<file path="src/hdl/gdo_pkg.sv">
`timescale 1ns / 1ps
// ----------------------------------------------------------------------------
// Wrapped diamond grid offset package
// Shared widths, codes, payload types and arithmetic helpers for the grid
// offset pipeline.
// ----------------------------------------------------------------------------
package gdo_pkg;

  // Coordinate width of one row or column value.
  localparam int CoordBits = 10;

  localparam int FrameW   = CoordBits + 2;      // doubled-frame value before reduction
  localparam int ModW     = CoordBits + 1;      // modulus width (twice the map width)
  localparam int DirW     = 4;
  localparam int OffXW    = CoordBits + 2;
  localparam int OffYW    = CoordBits + 1;
  localparam int HalfManW = CoordBits + 1;
  localparam int HalfSqW  = 2 * CoordBits + 2;
  localparam int DxW      = FrameW + 2;         // signed x offset with headroom
  localparam int DyW      = CoordBits + 2;      // signed y offset with headroom
  localparam int PosXW    = FrameW + 2;         // signed stepped x position
  localparam int PosYW    = CoordBits + 2;      // signed stepped y position
  localparam int SqW      = 2 * DxW;
  localparam int AbsW     = DxW + 1;

  // Split of the restoring remainder steps over the frame pipeline stages.
  localparam int ModLo1 = ((CoordBits + 1) * 2) / 3;
  localparam int ModLo2 = (CoordBits + 1) / 3;
  // Split of the column remainder steps over the two column stages.
  localparam int ColLo  = CoordBits / 2;

  // Stream word widths, padded to whole bytes.
  localparam int InFieldsW  = 4 * CoordBits + DirW;
  localparam int InDataW    = ((InFieldsW + 7) / 8) * 8;
  localparam int OutFieldsW = OffXW + OffYW + HalfManW + HalfSqW + DirW + 2 + 2 * CoordBits;
  localparam int OutDataW   = ((OutFieldsW + 7) / 8) * 8;

  // Direction codes.
  localparam logic [DirW-1:0] DirN    = 4'd0;
  localparam logic [DirW-1:0] DirNe   = 4'd1;
  localparam logic [DirW-1:0] DirE    = 4'd2;
  localparam logic [DirW-1:0] DirSe   = 4'd3;
  localparam logic [DirW-1:0] DirS    = 4'd4;
  localparam logic [DirW-1:0] DirSw   = 4'd5;
  localparam logic [DirW-1:0] DirW_   = 4'd6;
  localparam logic [DirW-1:0] DirNw   = 4'd7;
  localparam logic [DirW-1:0] DirNone = 4'd8;
  localparam int NumDirs = 8;

  // Configuration register indexes and reset values.
  localparam int CfgIdxW = 2;
  localparam logic [CfgIdxW-1:0] RegMapWidth  = 2'd0;
  localparam logic [CfgIdxW-1:0] RegMapHeight = 2'd1;
  localparam logic [CfgIdxW-1:0] RegXWrap     = 2'd2;
  localparam logic [CfgIdxW-1:0] RegYWrap     = 2'd3;
  localparam logic [CoordBits-1:0] RstMapWidth  = CoordBits'(64);
  localparam logic [CoordBits-1:0] RstMapHeight = CoordBits'(64);
  localparam logic RstXWrap = 1'b1;
  localparam logic RstYWrap = 1'b0;

  typedef struct packed {
    logic [CoordBits-1:0] width;
    logic [CoordBits-1:0] height;
    logic                 x_wrap;
    logic                 y_wrap;
  } cfg_t;

  typedef struct packed {
    logic [CoordBits-1:0] from_col;
    logic [CoordBits-1:0] from_row;
    logic [CoordBits-1:0] to_col;
    logic [CoordBits-1:0] to_row;
    logic [DirW-1:0]      step_dir;
  } in_t;

  // Result of moving the origin one step.
  typedef struct packed {
    logic                    ok;
    logic signed [PosXW-1:0] col;   // (x - y) / 2 before column reduction
    logic [CoordBits-1:0]    row;
  } tile_t;

  // Frame stage output.
  typedef struct packed {
    logic [FrameW-1:0]    hx;
    logic [FrameW-1:0]    tx;
    logic [CoordBits-1:0] frm;      // origin row reduced by the map height
    logic [CoordBits-1:0] fr;
    logic [CoordBits-1:0] tc;
    logic [CoordBits-1:0] tr;
    logic [DirW-1:0]      dir;
  } frm_t;

  // Offset stage output.
  typedef struct packed {
    logic signed [DxW-1:0] dx;
    logic signed [DyW-1:0] dy;
    logic [AbsW-1:0]       habs;
    logic [SqW-1:0]        sqx;
    logic [SqW-1:0]        sqy;
    logic [DirW-1:0]       tdir;
    tile_t                 adj_tile;
    tile_t                 stp_tile;
    logic [CoordBits-1:0]  tc;
    logic [CoordBits-1:0]  tr;
  } off_t;

  // Final result word.
  typedef struct packed {
    logic [OffXW-1:0]     offset_x;
    logic [OffYW-1:0]     offset_y;
    logic [HalfManW-1:0]  half_manhattan;
    logic [HalfSqW-1:0]   half_squared;
    logic [DirW-1:0]      target_direction;
    logic                 adjacent_flag;
    logic                 step_valid;
    logic [CoordBits-1:0] step_col;
    logic [CoordBits-1:0] step_row;
  } res_t;

  function automatic logic signed [2:0] step_dx(input logic [DirW-1:0] dir);
    logic signed [2:0] d;
    unique case (dir)
      DirNe, DirSe: d = 3'sd1;
      DirE:         d = 3'sd2;
      DirSw, DirNw: d = -3'sd1;
      DirW_:        d = -3'sd2;
      default:      d = 3'sd0;
    endcase
    return d;
  endfunction

  function automatic logic signed [2:0] step_dy(input logic [DirW-1:0] dir);
    logic signed [2:0] d;
    unique case (dir)
      DirN:         d = -3'sd2;
      DirNe, DirNw: d = -3'sd1;
      DirSe, DirSw: d = 3'sd1;
      DirS:         d = 3'sd2;
      default:      d = 3'sd0;
    endcase
    return d;
  endfunction

  // One restoring remainder step: subtract m shifted by k if it fits.
  // A zero modulus leaves the value unchanged.
  function automatic logic [FrameW-1:0] mod_step(input logic [FrameW-1:0] r,
                                                 input logic [ModW-1:0] m,
                                                 input int k);
    logic [31:0]       sh;
    logic [FrameW-1:0] res;
    sh  = 32'(m) << k;
    res = r;
    if (32'(r) >= sh) begin
      res = r - sh[FrameW-1:0];
    end
    return res;
  endfunction

  // Move the origin by one direction step, wrap the enabled axes and check
  // that the tile lies on the map with matching parity.
  function automatic tile_t step_tile(input cfg_t cfg,
                                      input logic [FrameW-1:0] hx,
                                      input logic [CoordBits-1:0] fr,
                                      input logic [CoordBits-1:0] frm,
                                      input logic [DirW-1:0] dir);
    tile_t                   t;
    logic signed [PosXW-1:0] x;
    logic signed [PosXW-1:0] w2;
    logic signed [PosYW-1:0] y;
    logic signed [PosYW-1:0] h;
    logic signed [PosXW-1:0] diff;
    w2 = PosXW'({cfg.width, 1'b0});
    h  = PosYW'(cfg.height);
    x  = PosXW'(hx) + PosXW'(step_dx(dir));
    if (cfg.x_wrap && (w2 != '0)) begin
      if (x < 0) begin
        x = x + w2;
      end else if (x >= w2) begin
        x = x - w2;
      end
    end
    if (cfg.y_wrap && (h != '0)) begin
      y = PosYW'(frm) + PosYW'(step_dy(dir));
      if (y < 0) begin
        y = y + h;
      end
      if (y < 0) begin
        y = y + h;
      end
      if (y >= h) begin
        y = y - h;
      end
      if (y >= h) begin
        y = y - h;
      end
    end else begin
      y = PosYW'(fr) + PosYW'(step_dy(dir));
    end
    diff  = x - PosXW'(y);
    t.ok  = (x >= 0) && (x < w2) && (y >= 0) && (y < h) && (x[0] == y[0]);
    t.col = diff >>> 1;
    t.row = y[CoordBits-1:0];
    return t;
  endfunction

endpackage

</file>
<file path="src/hdl/gdo_frame.sv">
`timescale 1ns / 1ps
// ----------------------------------------------------------------------------
// Grid offset frame stages
// Maps both tiles to the doubled frame and reduces them, and the origin row,
// with a three-stage restoring remainder pipeline.
// ----------------------------------------------------------------------------
module gdo_frame (
  input  logic          clk_i,
  input  logic          rst_ni,
  input  gdo_pkg::cfg_t cfg_i,
  input  logic          in_valid_i,
  output logic          in_ready_o,
  input  gdo_pkg::in_t  in_i,
  output logic          out_valid_o,
  input  logic          out_ready_i,
  output gdo_pkg::frm_t out_o
);

  typedef struct packed {
    logic [gdo_pkg::FrameW-1:0]    rh;
    logic [gdo_pkg::FrameW-1:0]    rt;
    logic [gdo_pkg::FrameW-1:0]    rf;
    logic [gdo_pkg::CoordBits-1:0] fr;
    logic [gdo_pkg::CoordBits-1:0] tc;
    logic [gdo_pkg::CoordBits-1:0] tr;
    logic [gdo_pkg::DirW-1:0]      dir;
  } lane_t;

  logic  v1_q, v2_q, v3_q;
  logic  rdy1, rdy2, rdy3;
  lane_t s1_d, s1_q, s2_d, s2_q, s3_d, s3_q;
  logic [gdo_pkg::ModW-1:0] mx, my;

  assign mx = {cfg_i.width, 1'b0};
  assign my = {1'b0, cfg_i.height};

  assign rdy3       = !v3_q || out_ready_i;
  assign rdy2       = !v2_q || rdy3;
  assign rdy1       = !v1_q || rdy2;
  assign in_ready_o = rdy1;

  always_comb begin
    s1_d.rh  = gdo_pkg::FrameW'({in_i.from_col, 1'b0}) + gdo_pkg::FrameW'(in_i.from_row);
    s1_d.rt  = gdo_pkg::FrameW'({in_i.to_col, 1'b0}) + gdo_pkg::FrameW'(in_i.to_row);
    s1_d.rf  = gdo_pkg::FrameW'(in_i.from_row);
    s1_d.fr  = in_i.from_row;
    s1_d.tc  = in_i.to_col;
    s1_d.tr  = in_i.to_row;
    s1_d.dir = in_i.step_dir;
    for (int k = gdo_pkg::CoordBits; k >= gdo_pkg::ModLo1; k--) begin
      s1_d.rh = gdo_pkg::mod_step(s1_d.rh, mx, k);
      s1_d.rt = gdo_pkg::mod_step(s1_d.rt, mx, k);
      s1_d.rf = gdo_pkg::mod_step(s1_d.rf, my, k);
    end
  end

  always_comb begin
    s2_d = s1_q;
    for (int k = gdo_pkg::ModLo1 - 1; k >= gdo_pkg::ModLo2; k--) begin
      s2_d.rh = gdo_pkg::mod_step(s2_d.rh, mx, k);
      s2_d.rt = gdo_pkg::mod_step(s2_d.rt, mx, k);
      s2_d.rf = gdo_pkg::mod_step(s2_d.rf, my, k);
    end
  end

  always_comb begin
    s3_d = s2_q;
    for (int k = gdo_pkg::ModLo2 - 1; k >= 0; k--) begin
      s3_d.rh = gdo_pkg::mod_step(s3_d.rh, mx, k);
      s3_d.rt = gdo_pkg::mod_step(s3_d.rt, mx, k);
      s3_d.rf = gdo_pkg::mod_step(s3_d.rf, my, k);
    end
  end

  always_ff @(posedge clk_i or negedge rst_ni) begin
    if (!rst_ni) begin
      v1_q <= 1'b0;
      v2_q <= 1'b0;
      v3_q <= 1'b0;
    end else begin
      if (rdy1) v1_q <= in_valid_i;
      if (rdy2) v2_q <= v1_q;
      if (rdy3) v3_q <= v2_q;
    end
  end

  always_ff @(posedge clk_i) begin
    if (rdy1 && in_valid_i) s1_q <= s1_d;
    if (rdy2 && v1_q)       s2_q <= s2_d;
    if (rdy3 && v2_q)       s3_q <= s3_d;
  end

  assign out_valid_o = v3_q;
  assign out_o.hx    = s3_q.rh;
  assign out_o.tx    = s3_q.rt;
  assign out_o.frm   = s3_q.rf[gdo_pkg::CoordBits-1:0];
  assign out_o.fr    = s3_q.fr;
  assign out_o.tc    = s3_q.tc;
  assign out_o.tr    = s3_q.tr;
  assign out_o.dir   = s3_q.dir;

endmodule

</file>
<file path="src/hdl/gdo_offset.sv">
`timescale 1ns / 1ps
// ----------------------------------------------------------------------------
// Grid offset wrap and distance stages
// Forms the shortest wrapped offset, its direction and both stepped tiles,
// then the absolute sum and the two squares.
// ----------------------------------------------------------------------------
module gdo_offset (
  input  logic          clk_i,
  input  logic          rst_ni,
  input  gdo_pkg::cfg_t cfg_i,
  input  logic          in_valid_i,
  output logic          in_ready_o,
  input  gdo_pkg::frm_t in_i,
  output logic          out_valid_o,
  input  logic          out_ready_i,
  output gdo_pkg::off_t out_o
);

  typedef struct packed {
    logic signed [gdo_pkg::DxW-1:0] dx;
    logic signed [gdo_pkg::DyW-1:0] dy;
    logic [gdo_pkg::DirW-1:0]       tdir;
    gdo_pkg::tile_t                 stp_tile;
    logic [gdo_pkg::FrameW-1:0]     hx;
    logic [gdo_pkg::CoordBits-1:0]  fr;
    logic [gdo_pkg::CoordBits-1:0]  frm;
    logic [gdo_pkg::CoordBits-1:0]  tc;
    logic [gdo_pkg::CoordBits-1:0]  tr;
  } wrap_t;

  logic          v4_q, v5_q;
  logic          rdy4, rdy5;
  wrap_t         s4_d, s4_q;
  gdo_pkg::off_t s5_d, s5_q;

  logic signed [gdo_pkg::DxW-1:0]   w2, wh;
  logic signed [gdo_pkg::DyW-1:0]   hh;
  logic signed [gdo_pkg::DxW-1:0]   ax;
  logic signed [gdo_pkg::DyW-1:0]   ay;
  logic signed [gdo_pkg::SqW-1:0]   px;
  logic signed [2*gdo_pkg::DyW-1:0] py;

  assign rdy5       = !v5_q || out_ready_i;
  assign rdy4       = !v4_q || rdy5;
  assign in_ready_o = rdy4;

  assign w2 = gdo_pkg::DxW'({cfg_i.width, 1'b0});
  assign wh = gdo_pkg::DxW'(cfg_i.width);
  assign hh = gdo_pkg::DyW'(cfg_i.height[gdo_pkg::CoordBits-1:1]);

  // Wrapping: 2d > p is the same as d > p/2 rounded down.
  always_comb begin
    s4_d.dx = gdo_pkg::DxW'(in_i.tx) - gdo_pkg::DxW'(in_i.hx);
    s4_d.dy = gdo_pkg::DyW'(in_i.tr) - gdo_pkg::DyW'(in_i.fr);
    if (cfg_i.x_wrap && (w2 != '0)) begin
      if (s4_d.dx > wh) begin
        s4_d.dx = s4_d.dx - w2;
      end else if (s4_d.dx < -wh) begin
        s4_d.dx = s4_d.dx + w2;
      end
    end
    if (cfg_i.y_wrap && (cfg_i.height != '0)) begin
      if (s4_d.dy > hh) begin
        s4_d.dy = s4_d.dy - gdo_pkg::DyW'(cfg_i.height);
      end else if (s4_d.dy < -hh) begin
        s4_d.dy = s4_d.dy + gdo_pkg::DyW'(cfg_i.height);
      end
    end
    s4_d.tdir = gdo_pkg::DirNone;
    for (int i = gdo_pkg::NumDirs - 1; i >= 0; i--) begin
      if ((s4_d.dx == gdo_pkg::DxW'(gdo_pkg::step_dx(gdo_pkg::DirW'(i)))) &&
          (s4_d.dy == gdo_pkg::DyW'(gdo_pkg::step_dy(gdo_pkg::DirW'(i))))) begin
        s4_d.tdir = gdo_pkg::DirW'(i);
      end
    end
    s4_d.stp_tile = gdo_pkg::step_tile(cfg_i, in_i.hx, in_i.fr, in_i.frm, in_i.dir);
    s4_d.hx  = in_i.hx;
    s4_d.fr  = in_i.fr;
    s4_d.frm = in_i.frm;
    s4_d.tc  = in_i.tc;
    s4_d.tr  = in_i.tr;
  end

  always_comb begin
    ax = (s4_q.dx < 0) ? -s4_q.dx : s4_q.dx;
    ay = (s4_q.dy < 0) ? -s4_q.dy : s4_q.dy;
    px = s4_q.dx * s4_q.dx;
    py = s4_q.dy * s4_q.dy;
    s5_d.dx       = s4_q.dx;
    s5_d.dy       = s4_q.dy;
    s5_d.habs     = gdo_pkg::AbsW'(unsigned'(ax)) + gdo_pkg::AbsW'(unsigned'(ay));
    s5_d.sqx      = unsigned'(px);
    s5_d.sqy      = gdo_pkg::SqW'(unsigned'(py));
    s5_d.tdir     = s4_q.tdir;
    s5_d.adj_tile = gdo_pkg::step_tile(cfg_i, s4_q.hx, s4_q.fr, s4_q.frm, s4_q.tdir);
    s5_d.stp_tile = s4_q.stp_tile;
    s5_d.tc       = s4_q.tc;
    s5_d.tr       = s4_q.tr;
  end

  always_ff @(posedge clk_i or negedge rst_ni) begin
    if (!rst_ni) begin
      v4_q <= 1'b0;
      v5_q <= 1'b0;
    end else begin
      if (rdy4) v4_q <= in_valid_i;
      if (rdy5) v5_q <= v4_q;
    end
  end

  always_ff @(posedge clk_i) begin
    if (rdy4 && in_valid_i) s4_q <= s4_d;
    if (rdy5 && v4_q)       s5_q <= s5_d;
  end

  assign out_valid_o = v5_q;
  assign out_o       = s5_q;

endmodule

</file>
<file path="src/hdl/gdo_col.sv">
`timescale 1ns / 1ps
// ----------------------------------------------------------------------------
// Grid offset column stages
// Reduces the stepped columns by the map width over two stages, halves the
// sums and assembles the result word.
// ----------------------------------------------------------------------------
module gdo_col (
  input  logic          clk_i,
  input  logic          rst_ni,
  input  gdo_pkg::cfg_t cfg_i,
  input  logic          in_valid_i,
  output logic          in_ready_o,
  input  gdo_pkg::off_t in_i,
  output logic          out_valid_o,
  input  logic          out_ready_i,
  output gdo_pkg::res_t out_o
);

  typedef struct packed {
    logic [gdo_pkg::FrameW-1:0]    r;     // remainder of the column's magnitude
    logic                          neg;
    logic [gdo_pkg::CoordBits-1:0] c;
    logic                          ok;
    logic [gdo_pkg::CoordBits-1:0] row;
  } cred_t;

  typedef struct packed {
    cred_t                             adj;
    cred_t                             stp;
    logic [gdo_pkg::OffXW-1:0]         offset_x;
    logic [gdo_pkg::OffYW-1:0]         offset_y;
    logic [gdo_pkg::HalfManW-1:0]      half_man;
    logic [gdo_pkg::HalfSqW-1:0]       half_sq;
    logic [gdo_pkg::DirW-1:0]          tdir;
    logic [gdo_pkg::CoordBits-1:0]     tc;
    logic [gdo_pkg::CoordBits-1:0]     tr;
  } s6_t;

  logic          v6_q, v7_q;
  logic          rdy6, rdy7;
  s6_t           s6_d, s6_q;
  gdo_pkg::res_t s7_d, s7_q;
  logic [gdo_pkg::ModW-1:0]      mw;
  logic [gdo_pkg::SqW:0]         sq_sum;
  cred_t                         adj_f, stp_f;
  logic [gdo_pkg::CoordBits-1:0] adj_col, stp_col;

  assign rdy7       = !v7_q || out_ready_i;
  assign rdy6       = !v6_q || rdy7;
  assign in_ready_o = rdy6;

  assign mw = gdo_pkg::ModW'(cfg_i.width);

  function automatic cred_t col_start(input gdo_pkg::tile_t t,
                                      input logic [gdo_pkg::ModW-1:0] m);
    cred_t                          o;
    logic signed [gdo_pkg::PosXW-1:0] n;
    n     = (t.col < 0) ? -t.col : t.col;
    o.neg = (t.col < 0);
    o.c   = t.col[gdo_pkg::CoordBits-1:0];
    o.ok  = t.ok;
    o.row = t.row;
    o.r   = gdo_pkg::FrameW'(n[gdo_pkg::CoordBits-1:0]);
    for (int k = gdo_pkg::CoordBits - 1; k >= gdo_pkg::ColLo; k--) begin
      o.r = gdo_pkg::mod_step(o.r, m, k);
    end
    return o;
  endfunction

  function automatic cred_t col_finish(input cred_t i, input logic [gdo_pkg::ModW-1:0] m);
    cred_t o;
    o = i;
    for (int k = gdo_pkg::ColLo - 1; k >= 0; k--) begin
      o.r = gdo_pkg::mod_step(o.r, m, k);
    end
    return o;
  endfunction

  // A negative column folds back as width minus the remainder.
  function automatic logic [gdo_pkg::CoordBits-1:0] col_value(input cred_t i,
                                                   input logic [gdo_pkg::CoordBits-1:0] w);
    logic [gdo_pkg::CoordBits-1:0] v;
    if (!i.neg) begin
      v = i.c;
    end else if (i.r == '0) begin
      v = '0;
    end else begin
      v = w - i.r[gdo_pkg::CoordBits-1:0];
    end
    return v;
  endfunction

  always_comb begin
    sq_sum          = (gdo_pkg::SqW + 1)'(in_i.sqx) + (gdo_pkg::SqW + 1)'(in_i.sqy);
    s6_d.adj        = col_start(in_i.adj_tile, mw);
    s6_d.stp        = col_start(in_i.stp_tile, mw);
    s6_d.offset_x   = in_i.dx[gdo_pkg::OffXW-1:0];
    s6_d.offset_y   = in_i.dy[gdo_pkg::OffYW-1:0];
    s6_d.half_man   = in_i.habs[gdo_pkg::HalfManW:1];
    s6_d.half_sq    = sq_sum[gdo_pkg::HalfSqW:1];
    s6_d.tdir       = in_i.tdir;
    s6_d.tc         = in_i.tc;
    s6_d.tr         = in_i.tr;
  end

  always_comb begin
    adj_f   = col_finish(s6_q.adj, mw);
    stp_f   = col_finish(s6_q.stp, mw);
    adj_col = col_value(adj_f, cfg_i.width);
    stp_col = col_value(stp_f, cfg_i.width);
    s7_d.offset_x         = s6_q.offset_x;
    s7_d.offset_y         = s6_q.offset_y;
    s7_d.half_manhattan   = s6_q.half_man;
    s7_d.half_squared     = s6_q.half_sq;
    s7_d.target_direction = s6_q.tdir;
    s7_d.adjacent_flag    = (s6_q.tdir != gdo_pkg::DirNone) && adj_f.ok &&
                            (adj_col == s6_q.tc) && (adj_f.row == s6_q.tr);
    s7_d.step_valid       = stp_f.ok;
    s7_d.step_col         = stp_f.ok ? stp_col : '0;
    s7_d.step_row         = stp_f.ok ? stp_f.row : '0;
  end

  always_ff @(posedge clk_i or negedge rst_ni) begin
    if (!rst_ni) begin
      v6_q <= 1'b0;
      v7_q <= 1'b0;
    end else begin
      if (rdy6) v6_q <= in_valid_i;
      if (rdy7) v7_q <= v6_q;
    end
  end

  always_ff @(posedge clk_i) begin
    if (rdy6 && in_valid_i) s6_q <= s6_d;
    if (rdy7 && v6_q)       s7_q <= s7_d;
  end

  assign out_valid_o = v7_q;
  assign out_o       = s7_q;

endmodule

</file>
<file path="src/hdl/wrapped_diamond_grid_offset_top.sv">
`timescale 1ns / 1ps
// ----------------------------------------------------------------------------
// Wrapped diamond grid offset unit
// Shortest wrapped offset, distances, neighbour direction, adjacency and a
// one-step move for pairs of map tiles, one word per clock while the output is ready.
// ----------------------------------------------------------------------------
// The unit takes one input word per clock while the output side is ready
// and returns exactly one result word for each, in order. Each word
// passes through the seven register stages:
// three stages of restoring remainder steps reduce both tiles' doubled-frame
// x values by twice the map width (and the origin row by the map height),
// two stages form the wrapped offset, the stepped tiles and the squares,
// and two more stages reduce the stepped columns by the map width. Every
// stage carries its own valid bit and moves on as soon as the stage after it
// is free, so bubbles close up behind a stalled output. A full pipeline
// takes a new word in every cycle in which the result word leaves, and
// stops its input only while the result word waits. The four map registers
// may be written only while no word is in flight.
module wrapped_diamond_grid_offset_top (
  input  logic                         clk_i,
  input  logic                         rst_ni,
  // Configuration write port.
  input  logic                         cfg_we_i,
  input  logic [gdo_pkg::CfgIdxW-1:0]  cfg_idx_i,
  input  logic [gdo_pkg::CoordBits-1:0] cfg_data_i,
  // Input stream.
  input  logic                         s_axis_tvalid,
  output logic                         s_axis_tready,
  // from_col, from_row, to_col, to_row, step_dir (lowest bits first)
  input  logic [gdo_pkg::InDataW-1:0]  s_axis_tdata,
  // Result stream.
  output logic                         m_axis_tvalid,
  input  logic                         m_axis_tready,
  // offset_x, offset_y, half_manhattan, half_squared, target_direction,
  // adjacent_flag, step_valid, step_col, step_row (lowest bits first)
  output logic [gdo_pkg::OutDataW-1:0] m_axis_tdata
);

  localparam int Cb = gdo_pkg::CoordBits;

  gdo_pkg::cfg_t cfg_q;
  gdo_pkg::in_t  in_word;
  gdo_pkg::frm_t frm_word;
  gdo_pkg::off_t off_word;
  gdo_pkg::res_t res_word;
  logic          frm_valid, frm_ready;
  logic          off_valid, off_ready;

  // Map registers. The wrap flags keep only the lowest data bit.
  always_ff @(posedge clk_i or negedge rst_ni) begin
    if (!rst_ni) begin
      cfg_q.width  <= gdo_pkg::RstMapWidth;
      cfg_q.height <= gdo_pkg::RstMapHeight;
      cfg_q.x_wrap <= gdo_pkg::RstXWrap;
      cfg_q.y_wrap <= gdo_pkg::RstYWrap;
    end else if (cfg_we_i) begin
      unique case (cfg_idx_i)
        gdo_pkg::RegMapWidth:  cfg_q.width  <= cfg_data_i;
        gdo_pkg::RegMapHeight: cfg_q.height <= cfg_data_i;
        gdo_pkg::RegXWrap:     cfg_q.x_wrap <= cfg_data_i[0];
        gdo_pkg::RegYWrap:     cfg_q.y_wrap <= cfg_data_i[0];
      endcase
    end
  end

  // Unpack the input word; the top padding bits carry nothing.
  assign in_word.from_col = s_axis_tdata[Cb-1:0];
  assign in_word.from_row = s_axis_tdata[2*Cb-1:Cb];
  assign in_word.to_col   = s_axis_tdata[3*Cb-1:2*Cb];
  assign in_word.to_row   = s_axis_tdata[4*Cb-1:3*Cb];
  assign in_word.step_dir = s_axis_tdata[4*Cb+gdo_pkg::DirW-1:4*Cb];

  gdo_frame u_frame (
    .clk_i       (clk_i),
    .rst_ni      (rst_ni),
    .cfg_i       (cfg_q),
    .in_valid_i  (s_axis_tvalid),
    .in_ready_o  (s_axis_tready),
    .in_i        (in_word),
    .out_valid_o (frm_valid),
    .out_ready_i (frm_ready),
    .out_o       (frm_word)
  );

  gdo_offset u_offset (
    .clk_i       (clk_i),
    .rst_ni      (rst_ni),
    .cfg_i       (cfg_q),
    .in_valid_i  (frm_valid),
    .in_ready_o  (frm_ready),
    .in_i        (frm_word),
    .out_valid_o (off_valid),
    .out_ready_i (off_ready),
    .out_o       (off_word)
  );

  gdo_col u_col (
    .clk_i       (clk_i),
    .rst_ni      (rst_ni),
    .cfg_i       (cfg_q),
    .in_valid_i  (off_valid),
    .in_ready_o  (off_ready),
    .in_i        (off_word),
    .out_valid_o (m_axis_tvalid),
    .out_ready_i (m_axis_tready),
    .out_o       (res_word)
  );

  // Pack the result word, first field in the lowest bits.
  assign m_axis_tdata = gdo_pkg::OutDataW'({res_word.step_row,
                                            res_word.step_col,
                                            res_word.step_valid,
                                            res_word.adjacent_flag,
                                            res_word.target_direction,
                                            res_word.half_squared,
                                            res_word.half_manhattan,
                                            res_word.offset_y,
                                            res_word.offset_x});

  // Adjacency needs a neighbour direction.
  assert property (@(posedge clk_i) disable iff (!rst_ni)
    (m_axis_tvalid && res_word.adjacent_flag) |->
      (res_word.target_direction != gdo_pkg::DirNone))
    else $error("adjacency reported without a neighbour direction");

  // Every unit step has a half Manhattan length of exactly one.
  assert property (@(posedge clk_i) disable iff (!rst_ni)
    (m_axis_tvalid && (res_word.target_direction != gdo_pkg::DirNone)) |->
      (res_word.half_manhattan == gdo_pkg::HalfManW'(1)))
    else $error("neighbour direction with a non-unit offset");

  // An off-map step reports a zero tile.
  assert property (@(posedge clk_i) disable iff (!rst_ni)
    (m_axis_tvalid && !res_word.step_valid) |->
      ((res_word.step_col == '0) && (res_word.step_row == '0)))
    else $error("off-map step with a nonzero tile");

  // With no result waiting, every stage can move, so input must be taken.
  assert property (@(posedge clk_i) disable iff (!rst_ni)
    !m_axis_tvalid |-> s_axis_tready)
    else $error("input stalled while the output stage is empty");

endmodule
</file>
<file path="config.mk">
export PLATFORM = sky130hd
export DESIGN_NAME = wrapped_diamond_grid_offset_top
export DESIGN_NICKNAME = d
export VERILOG_FILES = /design/src/hdl/gdo_pkg.sv /design/src/hdl/gdo_frame.sv /design/src/hdl/gdo_offset.sv /design/src/hdl/gdo_col.sv /design/src/hdl/wrapped_diamond_grid_offset_top.sv
export SDC_FILE = /design/constraint.sdc
export NUM_CORES = 2
export LEC_CHECK = 0
export BUFFER_PORTS_ARGS = -buffer_cell sky130_fd_sc_hd__buf_2
export CORE_MARGIN = 1
export CORE_UTILIZATION = 47
export DETAILED_ROUTE_END_ITERATION = 8
export PLACE_DENSITY = 0.75
export SYNTH_ARGS = -nofsm -noshare
export SYNTH_HDL_FRONTEND = slang
export SYNTH_SLANG_ARGS = --single-unit
</file>
<file path="constraint.sdc">
create_clock -name clk_i -period 20.9 [get_ports clk_i]
set_input_delay 2.09 -clock clk_i [delete_from_list [all_inputs] [get_ports clk_i]]
set_output_delay 2.09 -clock clk_i [all_outputs]
set_load 0.01 [all_outputs]
</file>
; Word-level counts from Yosys, hierarchy flattened
; Index checks and enable logic that the tools add are counted.
[totals]
reg_bits = 726
latchBits = 0
ram_bits = 0
rom_bits = 0
in_bits = 65
out_inout_bits = 90
word_cells = 462
memories = 0
[classes]
addsub = 91
n_mul = 2
n_div = 0
n_lt_le_gt_ge = 81
n_eq_ne = 30
shift = 0
n_mux = 104
n_bitwise = 0
n_reduce_logical = 68
[ops]
columns = cell, n
row1 = $mux 12, 73
row2 = $sub 12x12->12, 42
row3 = $mux 14, 9
row4 = $ge 12x11->1, 9
row5 = $sub 12x11->12, 9
row6 = $ge 12x18->1, 5
row7 = $ge 12x17->1, 5
row8 = $ge 12x16->1, 5
row9 = $ge 12x15->1, 5
row10 = $ge 12x14->1, 5
row11 = $mux 10, 7
row12 = $sub 14x12->14, 5
row13 = $ge 12x13->1, 5
row14 = $ge 12x12->1, 5
row15 = $lt 12x1->1 const B, 5
row16 = $ge 12x19->1, 3
row17 = $add 11x3->12, 4
row18 = $add 12x11->12, 4
row19 = $pmux 3 s4, 4
row20 = $add 14x12->14, 3
row21 = $ge 12x21->1, 2
row22 = $lt 14x1->1 const B, 3
row23 = $ge 12x20->1, 2
row24 = $ge 10x19->1, 2
row25 = 59 further kinds, 155

; Longest topological paths before layout
[logic_depth]
word_depth = 21
ltp_mapped = 74

; Hierarchy
; Synthesis repeated with hierarchy kept, for this count alone.
[hier_totals]
cells_unflattened = 7327
hier_area_um2 = 73060.1
[by_module_without_submodules]
columns = mod, n_inst, cells_per_inst, area_each_um2
row1 = gdo_offset, 1, 3974, 37539.8
row2 = gdo_col, 1, 1656, 17397.9
row3 = gdo_frame, 1, 1640, 17179.0
row4 = wrapped_diamond_grid_offset_top, 1, 57, 943.4

; Least setup slack after synthesis
; OpenSTA, ideal clock, no wires.
[synth_timing]
kind = flip-flop to flip-flop
from = reg cfg_q[13] (netlist bit)
to = reg u_col.s7_q (netlist bit u_col.out_o[19]) (data pin)
setup_ns = 0.274
arrival_time_ns = 15.875
t_required_ns = 20.626
slack_ns = 4.751
stages_incl_launch_ff = 71
n_path_buf = 6
period_less_slack_ns = 16.149
path_cell_list = dfrtp_1 -> inv_1 -> ha_1 -> nand4_1 -> or4_1 -> inv_1 -> a211oi_1 -> o21ai_1 -> clkbuf_1 -> mux2_2 -> ha_1 -> nand2_1 -> nand2_1 -> a21oi_1 -> o221ai_1 -> a211oi_1 -> nor2_1 -> buf_1 -> [35 not listed] -> clkbuf_1 -> buf_4 -> mux2_2 -> inv_1 -> ha_1 -> nor2b_1 -> o21ai_0 -> nand2b_1 -> a21o_1 -> a21o_1 -> a21o_1 -> a21o_1 -> a21o_1 -> a21oi_1 -> xnor2_1 -> xnor2_1 -> a2bb2oi_1 -> a21oi_1
[synth_between]
elab_chain_len = 13
word_cells_on_any_way = 19
classes_between = 6 x add/sub / 5 x order compare / 7 x mux / 1 x reduce/logical
[synth_rtl]
columns = item, line_no
row1 = "start, declared", wrapped_diamond_grid_offset_top.sv:41  ; gdo_pkg::cfg_t cfg_q;
row2 = $sub 12x12->12 or $ge 12x14->1 (tied branches), "gdo_pkg.sv:155, gdo_pkg.sv:154"
row3 = $mux 12, gdo_pkg.sv:154  ; if (32'(r) >= sh) begin
row4 = $sub 12x12->12 or $ge 12x13->1 (tied branches), "gdo_pkg.sv:155, gdo_pkg.sv:154"
row5 = $mux 12, gdo_pkg.sv:154
row6 = $sub 12x12->12 or $ge 12x12->1 (tied branches), "gdo_pkg.sv:155, gdo_pkg.sv:154"
row7 = $mux 12, gdo_pkg.sv:154
row8 = $sub 12x11->12 or $ge 12x11->1 (tied branches), "gdo_pkg.sv:155, gdo_pkg.sv:154"
row9 = $mux 12, gdo_pkg.sv:154
row10 = $sub 12x10->12 or $ge 12x10->1 (tied branches), "gdo_pkg.sv:155, gdo_pkg.sv:154"
row11 = $mux 12, gdo_pkg.sv:154
row12 = $sub 10x10->10 or $logic_not 12->1 (tied branches), "gdo_col.sv:88, gdo_col.sv:85"
row13 = $mux 10 (*), gdo_col.sv:85  ; end else if (i.r == '0) begin
row14 = $mux 10 (*), gdo_col.sv:83  ; if (!i.neg) begin
row15 = "end signal, assigned", gdo_col.sv:135  ; if (rdy7 && v6_q) s7_q <= s7_d;
row16 = "end, declared", gdo_col.sv:42  ; gdo_pkg::res_t s7_d, s7_q;
; Mark *: on every way between the ends. The rest lies on a longest branch, timed or not.
; A chain may end at the register's enable or synchronous reset.

; Worst setup path after layout
[layout_timing]
from = reg cfg_q[14] (netlist bit)
to = reg u_col.s7_q (netlist bit u_col.out_o[19]) (data pin)
; Same word-level chain as after synthesis.

==> impl_metrics.yaml <==
synthesis:
  synthSimpleGateAreaFrac_pct: 11.6
  synthTopCellsByCount: "ha_1 (894), inv_1 (720), edfxtp_1 (667)"
  synth-compound-area-share_pct: 15.5
  avgSynthCellArea_sq_um: 9.99
  synth-seq-cells: 696
  synth.area.mux_share_pct: 4.44
  async_reset_ff_share_pct: 4.17
  synthTopCellsByArea: "edfxtp_1 (29%), ha_1 (16%), fa_1 (9.9%)"
  yosys_warnings: 0
  synth_top_family_by_area: "adder cells"
  synth_area_sq_mm: 0.0684
  synth.top_cell.area_share_pct: 29.3
  yosys.cell_types.count: 110
  synth.most_common_cell: "ha_1"
  ys_seq_area_share_pct: 30.3
  synthXorXnorAreaFrac_pct: 7.14
  syn_inst: 6849
  synth_fa_ha_area_share_pct: 26.3
  ys.flop_type: "edfxtp_1"
  synth_top_area_cell: "edfxtp_1"
  synth_edf_count: 667
status:
  status: "finished, violations left"
  violations: "DRC"
critical_path:
  max_stage_delay_ps: 710
  cp_common_cell: "a21oi_1"
  cp-end-kind: "flip-flop"
  cp.required_ps: 21330
  worst_setup_path_start_kind: "flip-flop"
  regToRegStartpoint: "cfg_q[14]"
  crit_arrival_ps: 15970
  crit_start: "cfg_q[14]"
  worstPathMaxFanout: 20
  slowest_stage: "nand4bb_1"
  r2r_setup_slack_ps: 5360
  path_class: "reg -> reg"
clock_network:
  clkSinkCount: 696
  root_buffer: "clkbuf_16"
  cts_setup_buffers: 0
  cts_buffer_depth: 3
  path_clk_slew_ps: 70
  clk_latency_ps: 710
  htree_levels: 3
  ctsResizeCount: 0
  cts_tree: "yes"
  cts_hold_buf: 0
  numCtsBuffers: 81
sta:
  rsz0062_at_grt: "false"
  worst_pin_slew_ps: 1210
  fin_setup_tns_ps: 0
  drv_slew: 0
  setup_slack_ps: 5360
  finalHoldViolations: 0
  fin_crit_sh_pct: 74.4
  max_freq_ghz: 0.0643
  slew_headroom_pct: 19.0
  period_needed_ps: 15540
  finalClockSkew_ps: 39.7
  setup_violations: 0
min_path:
  min_path_type: "reg -> reg"
  worstHoldStart: "u_offset.s4_q[64]"
layout:
  utilization_pct: 51.8
  drive_gt1_share_pct: 8.90
  multi_input_area_sq_mm: 0.0445
  nets: 8340
  fillers: 12635
  area_delta_synth_final_pct: 8.96
  fin_area_sq_mm: 0.0746
  ff_latch_area_sq_mm: 0.0208
floorplanning:
  coreArea_sq_mm: 0.144
  die_area_sq_mm: 0.147
  die_w_um: 384
  fp-row-count: 139
  fp.dieH_um: 384
  ios: 155
  start_util_pct: 47.5
detailed_routing:
  wl_per_cell_um: 20.4
  wirelength_um: 184000
  detail_route.iter0.violations: 4021
  drc: 28
  viasPerCell: 5.83
  ant_nets: 0
  firstDrtPassIters: 7
  num_vias: 52610
placed_design:
  portBuffers: 144
  detailed_place.area_sq_mm: 0.0717
  dpl_worst_slack_ps: 5480
  routabilityCongestion: 0.946
  dpl.hpwl_um: 140000
global_route:
  top_usage_layer: "met2"
  antenna_found_initial: 11
  grt_pass1_wl_um: 287000
  grt_pass1_vias: 52952
  overflow: 0
  grt_use_total_pct: 24.8
  grt_max_degree: 145
  use_met3_pct: 3.91
  grtUsageMet1_pct: 31.8
  grt_util_met2_pct: 41.2
flow_run:
  maxCapViolCount: 0
==> critical path: cells and delay by family (launching register included) <==
kind,cells,cell delay (ps)
buffers and inverters,7,1040
flip-flops,1,320
AND/OR/NAND/NOR,18,3780
multiplexers,5,2000
XOR/XNOR,2,300
AO/OA/AOI/OAI,30,5630
adder cells (fa/ha/maj),6,2140
==> layer usage <==
layer	up-vias	part of all wire (%)	routed length (um)
li1	24929	-	-
met4	2	4.7	8630
met2	1810	46	85400
met3	432	7.4	13500
met1	25437	41	76100
met5	-	0.0065	12
==> layout make-up <==
cell class	count	share of cell area [%]
Inverter	726	3.66
Timing Repair Buffer	225	1.85
Tap cell	1903	3.19
Clock inverter	58	0.960
Antenna cell	8	0.0269
Multi-Input combinational cell	5313	59.7
Sequential cell	696	27.8
Clock buffer	91	2.80
==> worst paths after layout <==
path / end / cells after the start
setup / recovery: u_col.out_o[19] / 68
max in group asynchronous: cfg_q[12] / 1
hold reg to reg: u_offset.out_o[32] / 0
hold / removal: u_offset.out_o[32] / 0
min in group asynchronous: u_offset.v4_q / 1
setup reg to reg: u_col.out_o[19] / 68
==> state kept, by name, summed over array words and instances, names as in the netlist <==
name	flops
u_frame.out_o	66
u_offset.v4_q	1
u_frame.v2_q	1
u_offset.out_o	144
u_frame.s1_q	61
u_col.out_valid_o	1
u_col.s6_q	124
u_frame.v1_q	1
u_offset.out_valid_o	1
u_col.out_o	82
u_col.v6_q	1
u_col.adj_f	22
u_offset.s4_q	103
u_frame.out_valid_o	1
cfg_q	22
u_frame.s2_q	65
==> cells by family after synthesis <==
| logic type | after synthesis |
|---|---|
| compound gates | 1644 |
| simple gates | 1595 |
| fa+ha+maj | 1233 |
| buf+inv | 845 |
| flops | 696 |
| xor+xnor | 558 |
| mux | 277 |
| other cells | 1 |
==> metrics by stage <==
stage | hold slack (ps) | instances
2_1_floorplan | 400 | 6854
3_3_place_gp | 401 | 8863
3_5_place_dp | 405 | 8863
4_1_cts | 402 | 9012
5_1_grt | 414 | 9013
6_report | 395 | 9020
==> cell usage in the layout, fill, tap and decap left out, drive strengths merged, types with 39 or more instances in the layout <==
cell type  instances
nand2            395
ha               894
nor2             404
a21o             247
mux2             202
a21boi            54
xnor2            383
nor2b            122
o21bai           101
o211ai            39
and2             120
o31ai             41
a21oi            496
xor2             175
mux2i             75
nand2b           102
nand4             87
buf              225
inv              730
clkbuf            91
nand3             83
o21a              61
edfxtp           667
o21ai            337
nor3             104
fa               338
Power is not shown: default switching activity piles up to over one toggle a cycle in this logic, so the estimate is an artifact.
